## src/rtl/twelve_hour_clock_calendar_macros.svh

```systemverilog
// assertion helpers shared by the clock calendar modules
`ifndef TWELVE_HOUR_CLOCK_CALENDAR_MACROS_SVH
`define TWELVE_HOUR_CLOCK_CALENDAR_MACROS_SVH

// same-cycle implication, checked outside reset
`define THCC_ASSERT_NOW(label, ante, cons) \
  label: assert property (@(posedge clk) disable iff (!rst_n) (ante) |-> (cons)) \
    else $error("thcc check failed");

// next-cycle implication, checked outside reset
`define THCC_ASSERT_NEXT(label, ante, cons) \
  label: assert property (@(posedge clk) disable iff (!rst_n) (ante) |=> (cons)) \
    else $error("thcc check failed");

`endif

```

## src/rtl/thcc_pkg.sv

```systemverilog
package thcc_pkg;

  // time of day as carried between modules
  typedef struct packed {
    logic [3:0] hours;
    logic [5:0] minutes;
    logic [5:0] seconds;
    logic       afternoon;
  } thcc_time_t;

  // calendar date
  typedef struct packed {
    logic [4:0]  day;
    logic [3:0]  month;
    logic [15:0] year;
  } thcc_date_t;

  // counter limits
  localparam logic [6:0] SEC_WRAP    = 7'd60;
  localparam logic [6:0] MIN_LAST    = 7'd59;
  localparam logic [3:0] HOUR_ELEVEN = 4'd11;
  localparam logic [3:0] HOUR_TWELVE = 4'd12;
  localparam logic [3:0] HOUR_ONE    = 4'd1;
  localparam logic [4:0] MONTH_LAST  = 5'd12;
  localparam logic [3:0] MONTH_ONE   = 4'd1;
  localparam logic [4:0] DAY_ONE     = 5'd1;

  // month codes with short lengths
  localparam logic [3:0] MONTH_FEB = 4'd2;
  localparam logic [3:0] MONTH_APR = 4'd4;
  localparam logic [3:0] MONTH_JUN = 4'd6;
  localparam logic [3:0] MONTH_SEP = 4'd9;
  localparam logic [3:0] MONTH_NOV = 4'd11;

  localparam logic [4:0] DAYS_SHORT = 5'd28;
  localparam logic [4:0] DAYS_MID   = 5'd30;
  localparam logic [4:0] DAYS_LONG  = 5'd31;

  // state after reset
  localparam thcc_time_t TIME_RESET = '{
    hours: 4'd11, minutes: 6'd24, seconds: 6'd0, afternoon: 1'b1
  };
  localparam thcc_date_t DATE_RESET = '{
    day: 5'd30, month: 4'd4, year: 16'd2000
  };

  // month length, no leap years
  function automatic logic [4:0] days_in_month(input logic [3:0] month);
    logic [4:0] days;
    days = DAYS_LONG;
    if (month == MONTH_FEB) begin
      days = DAYS_SHORT;
    end else if (month == MONTH_APR || month == MONTH_JUN ||
                 month == MONTH_SEP || month == MONTH_NOV) begin
      days = DAYS_MID;
    end
    return days;
  endfunction

endpackage

```

## src/rtl/thcc_time.sv

```systemverilog
`include "twelve_hour_clock_calendar_macros.svh"

module thcc_time (
  input  logic                clk,
  input  logic                rst_n,
  input  logic                step,
  output thcc_pkg::thcc_time_t time_nxt,
  output logic                day_adv
);
  import thcc_pkg::*;

  thcc_time_t time_r;
  logic [6:0] sec_inc;
  logic [6:0] min_inc;
  logic       sec_wrap;
  logic       min_wrap;

  // carry chain seconds -> minutes -> hours
  assign sec_inc  = {1'b0, time_r.seconds} + 7'd1;
  assign min_inc  = {1'b0, time_r.minutes} + 7'd1;
  assign sec_wrap = (sec_inc >= SEC_WRAP);
  assign min_wrap = (min_inc > MIN_LAST);

  always_comb begin
    time_nxt = time_r;
    day_adv  = 1'b0;
    if (step) begin
      time_nxt.seconds = sec_inc[5:0];
      if (sec_wrap) begin
        time_nxt.seconds = '0;
        time_nxt.minutes = min_inc[5:0];
        if (min_wrap) begin
          time_nxt.minutes = '0;
          // am/pm flips only going from eleven to twelve
          if (time_r.hours == HOUR_ELEVEN) begin
            time_nxt.hours     = HOUR_TWELVE;
            time_nxt.afternoon = ~time_r.afternoon;
            day_adv            = time_r.afternoon;
          end else if (time_r.hours >= HOUR_TWELVE) begin
            time_nxt.hours = HOUR_ONE;
          end else begin
            time_nxt.hours = time_r.hours + 4'd1;
          end
        end
      end
    end
  end

  // time of day state
  always_ff @(posedge clk) begin
    if (!rst_n) begin
      time_r <= TIME_RESET;
    end else begin
      time_r <= time_nxt;
    end
  end

  `THCC_ASSERT_NOW(a_day_adv_at_midnight, day_adv, step && time_r.afternoon && time_r.hours == HOUR_ELEVEN)
  `THCC_ASSERT_NOW(a_hour_range, 1'b1, time_r.hours != 4'd0 && time_r.hours <= HOUR_TWELVE)
  `THCC_ASSERT_NEXT(a_hold_without_step, !step, $stable(time_r))

endmodule

```

## src/rtl/thcc_date.sv

```systemverilog
module thcc_date (
  input  logic                clk,
  input  logic                rst_n,
  input  logic                day_adv,
  output thcc_pkg::thcc_date_t date_nxt
);
  import thcc_pkg::*;

  thcc_date_t date_r;
  logic [4:0] month_inc;
  logic       month_end;

  assign month_inc = {1'b0, date_r.month} + 5'd1;
  assign month_end = (date_r.day >= days_in_month(date_r.month));

  // day -> month -> year carry
  always_comb begin
    date_nxt = date_r;
    if (day_adv) begin
      if (month_end) begin
        date_nxt.day   = DAY_ONE;
        date_nxt.month = month_inc[3:0];
        if (month_inc > MONTH_LAST) begin
          date_nxt.month = MONTH_ONE;
          date_nxt.year  = date_r.year + 16'd1;
        end
      end else begin
        date_nxt.day = date_r.day + 5'd1;
      end
    end
  end

  // calendar state
  always_ff @(posedge clk) begin
    if (!rst_n) begin
      date_r <= DATE_RESET;
    end else begin
      date_r <= date_nxt;
    end
  end

endmodule

```

## src/rtl/twelve_hour_clock_calendar.sv

```systemverilog
// Twelve-hour clock with day/month/year calendar (no leap years).
// Input channel: in_valid/in_ready with in_second_tick. Every request is
// taken; a request with the tick set advances the time by one second while
// the clock runs, and yields one result with the updated time and date.
// A request without the tick, or any request while stopped, yields nothing.
// Config channel: cfg_valid/cfg_ready carries cfg_clock_running; it is
// always ready and should be written only while no result is pending.
// Output channel: out_valid/out_ready with hours, minutes, seconds, am/pm
// flag and date, held in an output register.
// Results are registered, visible in the cycle after the request is taken.
// Throughput: one request per cycle unless stalled; the carry chain through
// the time and date counters completes in the cycle the request is taken.
// Stall: while a result waits and out_ready is low, in_ready drops; it
// rises again in the cycle the result is taken.
// Reset (synchronous, rst_n low): time 11:24:00 PM, 30 April 2000, clock
// running, no result pending.
`include "twelve_hour_clock_calendar_macros.svh"

module twelve_hour_clock_calendar (
  input  logic        clk,
  input  logic        rst_n,
  input  logic        in_valid,
  output logic        in_ready,
  input  logic        in_second_tick,
  input  logic        cfg_valid,
  output logic        cfg_ready,
  input  logic        cfg_clock_running,
  output logic        out_valid,
  input  logic        out_ready,
  output logic [3:0]  out_hours,
  output logic [5:0]  out_minutes,
  output logic [5:0]  out_seconds,
  output logic        out_afternoon,
  output logic [4:0]  out_day_of_month,
  output logic [3:0]  out_month_number,
  output logic [15:0] out_year_number
);
  import thcc_pkg::*;

  logic       running_r;
  logic       out_valid_r;
  logic       out_valid_nxt;
  logic       in_accept;
  logic       step;
  logic       day_adv;
  thcc_time_t time_nxt;
  thcc_date_t date_nxt;
  thcc_time_t time_out_r;
  thcc_date_t date_out_r;

  // handshake: accept while the output slot is free or draining
  assign in_ready  = !out_valid_r || out_ready;
  assign in_accept = in_valid && in_ready;
  assign step      = in_accept && in_second_tick && running_r;
  assign cfg_ready = 1'b1;

  thcc_time u_time (
    .clk      (clk),
    .rst_n    (rst_n),
    .step     (step),
    .time_nxt (time_nxt),
    .day_adv  (day_adv)
  );

  thcc_date u_date (
    .clk      (clk),
    .rst_n    (rst_n),
    .day_adv  (day_adv),
    .date_nxt (date_nxt)
  );

  // run/stop register
  always_ff @(posedge clk) begin
    if (!rst_n) begin
      running_r <= 1'b1;
    end else if (cfg_valid && cfg_ready) begin
      running_r <= cfg_clock_running;
    end
  end

  // output valid
  always_comb begin
    out_valid_nxt = out_valid_r;
    if (step) begin
      out_valid_nxt = 1'b1;
    end else if (out_ready) begin
      out_valid_nxt = 1'b0;
    end
  end

  always_ff @(posedge clk) begin
    if (!rst_n) begin
      out_valid_r <= 1'b0;
    end else begin
      out_valid_r <= out_valid_nxt;
    end
  end

  // result payload
  always_ff @(posedge clk) begin
    if (step) begin
      time_out_r <= time_nxt;
      date_out_r <= date_nxt;
    end
  end

  assign out_valid        = out_valid_r;
  assign out_hours        = time_out_r.hours;
  assign out_minutes      = time_out_r.minutes;
  assign out_seconds      = time_out_r.seconds;
  assign out_afternoon    = time_out_r.afternoon;
  assign out_day_of_month = date_out_r.day;
  assign out_month_number = date_out_r.month;
  assign out_year_number  = date_out_r.year;

  `THCC_ASSERT_NEXT(a_step_gives_result, step, out_valid_r)
  `THCC_ASSERT_NOW(a_stall_blocks_input, out_valid_r && !out_ready, !in_ready)
  `THCC_ASSERT_NEXT(a_no_result_without_step, !out_valid_r && !step, !out_valid_r)

endmodule
```

## config.mk

```make
export PLATFORM = sky130hd
export DESIGN_NAME = twelve_hour_clock_calendar
export DESIGN_NICKNAME = d
export VERILOG_FILES = /design/src/rtl/thcc_pkg.sv /design/src/rtl/thcc_time.sv /design/src/rtl/thcc_date.sv /design/src/rtl/twelve_hour_clock_calendar.sv
export VERILOG_INCLUDE_DIRS = /design/src /design/src/rtl
export SDC_FILE = /design/constraint.sdc
export NUM_CORES = 1
export LEC_CHECK = 0
export ABC_CLOCK_PERIOD_IN_PS = 5220
export BUFFER_PORTS_ARGS = -buffer_cell sky130_fd_sc_hd__buf_2
export CAP_MARGIN = 5
export CORE_UTILIZATION = 55
export CTS_CLUSTER_SIZE = 28
export DETAILED_ROUTE_END_ITERATION = 12
export PLACE_DENSITY = 0.8
export SKIP_LAST_GASP = 1
export SYNTH_ARGS = -nofsm -noshare
export SYNTH_HDL_FRONTEND = slang
export SYNTH_SLANG_ARGS = --single-unit
export TNS_END_PERCENT = 10
```

## constraint.sdc

```tcl
create_clock -name clk -period 5.22 [get_ports clk]
set_clock_uncertainty 0.1 [all_clocks]
set_input_delay 0 -clock clk [delete_from_list [all_inputs] [get_ports clk]]
set_output_delay 0 -clock clk [all_outputs]
set_load 0.1 [all_outputs]
```

# After elaboration in Yosys (flattened, before gate mapping)
# Cells that the tools add are included.
# W data, S select, Z words.
# classes
add_sub_neg	6
order_cmp	5
eq_ne	6
muxes	19
bitwise_logic	1
n_reduce_logical	9
# op_table
op	n
$mux W20	2
$mux W17	2
$mux W25	1
$add A16 B1 Y16 const B	1
$add A6 B1 Y7 const B	2
$eq A4 B4 Y1 const B	3
$mux W10	1
$mux W5	2
$mux W1	9
$eq A4 B3 Y1 const B	2
$mux W4	2
$ge A7 B6 Y1 const B	1
$gt A7 B6 Y1 const B	1
$add A4 B1 Y5 const B	1
$add A5 B1 Y5 const B	1
$ge A5 B5 Y1	1
$gt A5 B4 Y1 const B	1
$add A4 B1 Y4 const B	1
$eq A4 B2 Y1 const B	1
$ge A4 B4 Y1 const B	1
$logic_or A1 B1 Y1	4
$logic_and A1 B1 Y1	3
$reduce_bool A2 Y1	1
$logic_not A1 Y1	1
$not A1 Y1	1
# totals
register_bits	86
input_bits	7
out_inout_bits	45
word_cells	62

# Longest topological paths before layout
# depth
ltp_word	9
depth_mapped	13
ltp_nobuf	11

# Modules after synthesis
# Synthesis repeated with hierarchy kept, for this count alone.
# hier_totals
cells_unflattened	406
hier_area_um2	4161.5
# modules_own_cells
module	instances	cells_each	area_per_inst_um2	seq_area_each_um2
thcc_date	1	193	1602.8	500.5
twelve_hour_clock_calendar	1	52	1362.6	1301.2
thcc_time	1	161	1196.1	340.3

# Worst setup path after synthesis
# OpenSTA, ideal clock, no wires.
# synth_timing
path_type	register to register
from	register out_valid_r (netlist: out_valid)
to	register date_out_r, in the netlist out_year_number[1] (data pin)
setup_time_ps	260
t_arrival_ps	4224
required_time_ps	4860
setup_slack_ps	637
stages_incl_launch_ff	10
n_path_buf	2
synth_period_minus_slack_ps	4583
cell_sequence	dfxtp_1 nand2b_1 nand2b_1 inv_1 and4_1 buf_2 nand3_1 clkbuf_1 nor3_1 mux2_2
# synth_lines
element	line_no	source
start: declaration	twelve_hour_clock_calendar.sv:41	logic out_valid_r;
start signal: assignment	twelve_hour_clock_calendar.sv:95	out_valid_r <= out_valid_nxt;
end signal: assignment	twelve_hour_clock_calendar.sv:103	date_out_r <= date_nxt;
end: declaration	twelve_hour_clock_calendar.sv:49	thcc_date_t date_out_r;

==> results.md <==
- Status: finished, final reports clean
- Crit path DAT: approximately 3300 ps
- CP Launch Type: flip-flop
- Slew Limit Fails: 0
- Tot Pwr: around 1.2 mW
- Yosys reg bits: between 80 and 90
- Reg-to-reg critical path startpoint: u_time.time_r[7]$_SDFF_PN0_
- Cells after Synth: slightly above 400
- Min-Delay Endpoint: running_r$_SDFFE_PN1P_
- Seq/Total Area, Yosys: 0.517
- RSZ-0062 raised after global routing: false
- Drt initial violations: around 180
- Gpl congestion: slightly below 0.9
- Buffers on Ports: 50
- Final worst path period need: approximately 3300 ps
- Wire length per cell: 14.5 µm
- CTS tree: built
- Tcrit/Tclk final: 0.626
- FF-to-FF path depth: 8
- I/O pin count: 52
- Post_cts resized: 0
- Main flop type after synthesis: dfxtp_1
- Die outline width: slightly below 90 µm
- Initial Util: 0.572
- Ys Warns: 0
- Post-Layout Cell Count: 562
- Max-Cap Viols: 0
- P per Cell Area: about 260 nW/µm²
- Via density: a little under 6
- LEAKAGE: between 1.5 and 2 nW
- Post-synth EDFFs: 42
- Synthesized Nets: ~430
- Worst reg-to-reg setup slack: approximately 2000 ps
- Initial antenna violation count: 0
- Kind of critical path: flip-flop to flip-flop
- Worst-margin pin slew: between 1000 and 1500 ps
- CP Max Fanout: 30
- Dpl hpwl: between 5 and 6 mm
- DRC viols: 0
- HP Class: input port to flip-flop
- GR Util All Layers: 0.219
- Area Overhead vs Synth: 12.6%
- Final WL: about 8.1 mm
- Worst EP required: 5210 ps
- Clock Latency Late Sink: 350 ps
- Final hold vios: 0
- Final setup TNS: 0 ps
- DRT Pass-1 Iters: 4
- Pre-CTS setup slack: 2030 ps
- GRT Residual Overflow: 0
- Post-synth ARST share: 0
- Worst VDD drop: roughly 0.00012 V
- Antenna fix cells: 0
- Root Buffer: clkbuf_8
- Nets: about 480
- Mapped cell area: ~4100 µm²
- Global-route wire length before repair: 13.2 mm
- Clk slew on worst S/H paths: roughly 80 ps
- Routed via count: between 3,000 and 4,000
- Worst Min Path Start: rst_n
- Row count: 31
- FILL cells: approximately 600
- Die area: 7890 µm²
- FF-to-FF End: out_year_number[13]$_DFFE_PP_
- Post-Place Cells: between 500 and 600
- Average size of a mapped cell: between 10 and 15 µm²
- Setup crit end kind: flip-flop
- Share of cells above drive strength 1: 0.173
- Final ANT Viol Nets: 0
- Worst slew margin: 0.241
- CTS buffer count: 9
- Fmax: 0.306 GHz
- Clock sink count: between 80 and 90
- CTS HTree Levels: 3
- CORE AREA: 7250 µm²
- Post-synth cell types: 53
- Final worst slack: a little under 2000 ps
- Final setup vio count: 0
- Die Span Y: around 89 µm
- Vias in the first global route: roughly 3,000
- Largest net degree at the start of global routing: between 40 and 50
- Hold depth: 2
- CTS Buffer Depth: 2
==> worst max path at each step <==
stage	start	end	slack [ps]	cells past startpoint
floorplan	out_valid$_SDFFE_PN0P_	out_year_number[1]$_DFFE_PP_	640	9
global placement	u_time.time_r[7]$_SDFF_PN0_	out_year_number[13]$_DFFE_PP_	2130	8
detailed placement	u_time.time_r[7]$_SDFF_PN0_	out_year_number[13]$_DFFE_PP_	2030	8
CTS	u_time.time_r[7]$_SDFF_PN0_	out_year_number[13]$_DFFE_PP_	2010	8
global route	u_time.time_r[7]$_SDFF_PN0_	u_date.date_r[14]$_SDFF_PN0_	1780	8
finish	u_time.time_r[7]$_SDFF_PN0_	out_year_number[13]$_DFFE_PP_	1950	8
==> routing by layer <==
layer	vias to the layer above	global-route usage	part of all wire
met1	1496	0.287	0.47
met3	13	0.0466	0.050
met5	-	0	0
met2	115	0.345	0.47
met4	0	0.109	0.016
li1	1620	-	-
==> critical path: stages (launching register included) <==
cell and delay (ps):
dfxtp_1 440, ha_1 310, and3b_1 190, o221ai_1 150
a22o_1 310, o211ai_2 910, buf_4 330, nor3_1 100
xor2_1 160
==> power breakdown <==
group	internal, mW	total (mW)	switching (mW)
combinational	0.0140	0.0759	0.0620
sequential	0.712	0.716	0.00390
clock	0.183	0.412	0.229
==> cell usage after synthesis, types with 2 or more instances <==
library cell   n  area share
or4_1         12       0.022
nand4b_1       4      0.0085
a22o_1         2      0.0042
nor3_1         7      0.0085
o211ai_1       7       0.013
xor2_1         5       0.011
nand3_1       24       0.029
ha_1          14       0.042
and3_1        11       0.017
mux2_2         4       0.011
o311ai_0       4      0.0085
nand2b_1       9       0.014
buf_4          4      0.0072
clkbuf_1       8      0.0072
xnor2_1        3      0.0063
nand4_1        6      0.0091
buf_2          7      0.0085
or2_2          4      0.0060
nand2_1       58       0.053
mux2i_1        4      0.0097
dfxtp_1       44        0.21
o21ai_0       21       0.025
a31oi_1        2      0.0030
and2_1        11       0.017
nor2_1         7      0.0063
nor4_1         2      0.0030
o21a_1         2      0.0036
o31ai_1       21       0.038
a21oi_1       19       0.023
a21boi_0       2      0.0036
inv_1         10      0.0091
or3_1          5      0.0075
edfxtp_1      42        0.30
o211a_1        2      0.0048
and4_1         3      0.0063
==> cell usage in the layout, fill, tap and decap left out, types with 5 or more instances in the layout <==
| cell type | n |
|---|---|
| and2_1 | 11 |
| or3_1 | 5 |
| nand2b_1 | 9 |
| nand4_1 | 6 |
| nor3_1 | 7 |
| edfxtp_1 | 42 |
| buf_2 | 50 |
| a21oi_1 | 19 |
| nand3_1 | 24 |
| o31ai_1 | 21 |
| dfxtp_1 | 44 |
| inv_1 | 9 |
| clkbuf_8 | 10 |
| o21ai_0 | 21 |
| o211ai_1 | 7 |
| dlygate4sd3_1 | 5 |
| ha_1 | 14 |
| and3_1 | 11 |
| xor2_1 | 5 |
| nand2_1 | 58 |
| or4_1 | 12 |
| nor2_1 | 7 |
==> area by class of cell <==
type | instances | area (µm²) | area share
clock buffer | 12 | 145 | 0.0311
sequential | 86 | 2140 | 0.459
inverter | 10 | 37.5 | 0.00804
multi-input combinational | 292 | 1870 | 0.400
tap | 99 | 124 | 0.0265
clock inverter | 4 | 22.5 | 0.00482
timing repair buffer | 59 | 330 | 0.0708
==> repair_timing <==
item                      4_1_cts  5_1_grt
buffers inserted                0        0
hold buffers                    5        0
hold endpoints to repair        2        0
==> cells by family after synthesis <==
| kind of cell | after synthesis | synth area share |
|---|---|---|
| XOR/XNOR | 8 | 0.0169 |
| buffers and inverters | 30 | 0.0329 |
| other | 1 | 0.000905 |
| AND/OR/NAND/NOR | 168 | 0.215 |
| flip-flops | 86 | 0.517 |
| multiplexers | 8 | 0.0205 |
| adder cells (fa/ha/maj) | 14 | 0.0423 |
| AO/OA/AOI/OAI | 93 | 0.155 |
==> per-stage QoR <==
stage          hold WS, ps  cell area, µm²   util
6_report              25.0            4670  0.644
5_1_grt               35.3            4670  0.644
4_1_cts               16.5            4670  0.644
3_5_place_dp           131            4450  0.614
3_3_place_gp           117            4450  0.614
2_1_floorplan         28.4            4150      -
==> sequential cells by signal (all words and copies together), names as in the netlist <==
name	count
out_afternoon	1
out_month_number	4
out_valid	1
running_r	1
u_time.time_r	17
u_date.date_r	25
out_seconds	6
out_day_of_month	5
out_minutes	6
out_hours	4
out_year_number	16
No activity file was read; power rests on OpenSTA's default activity.
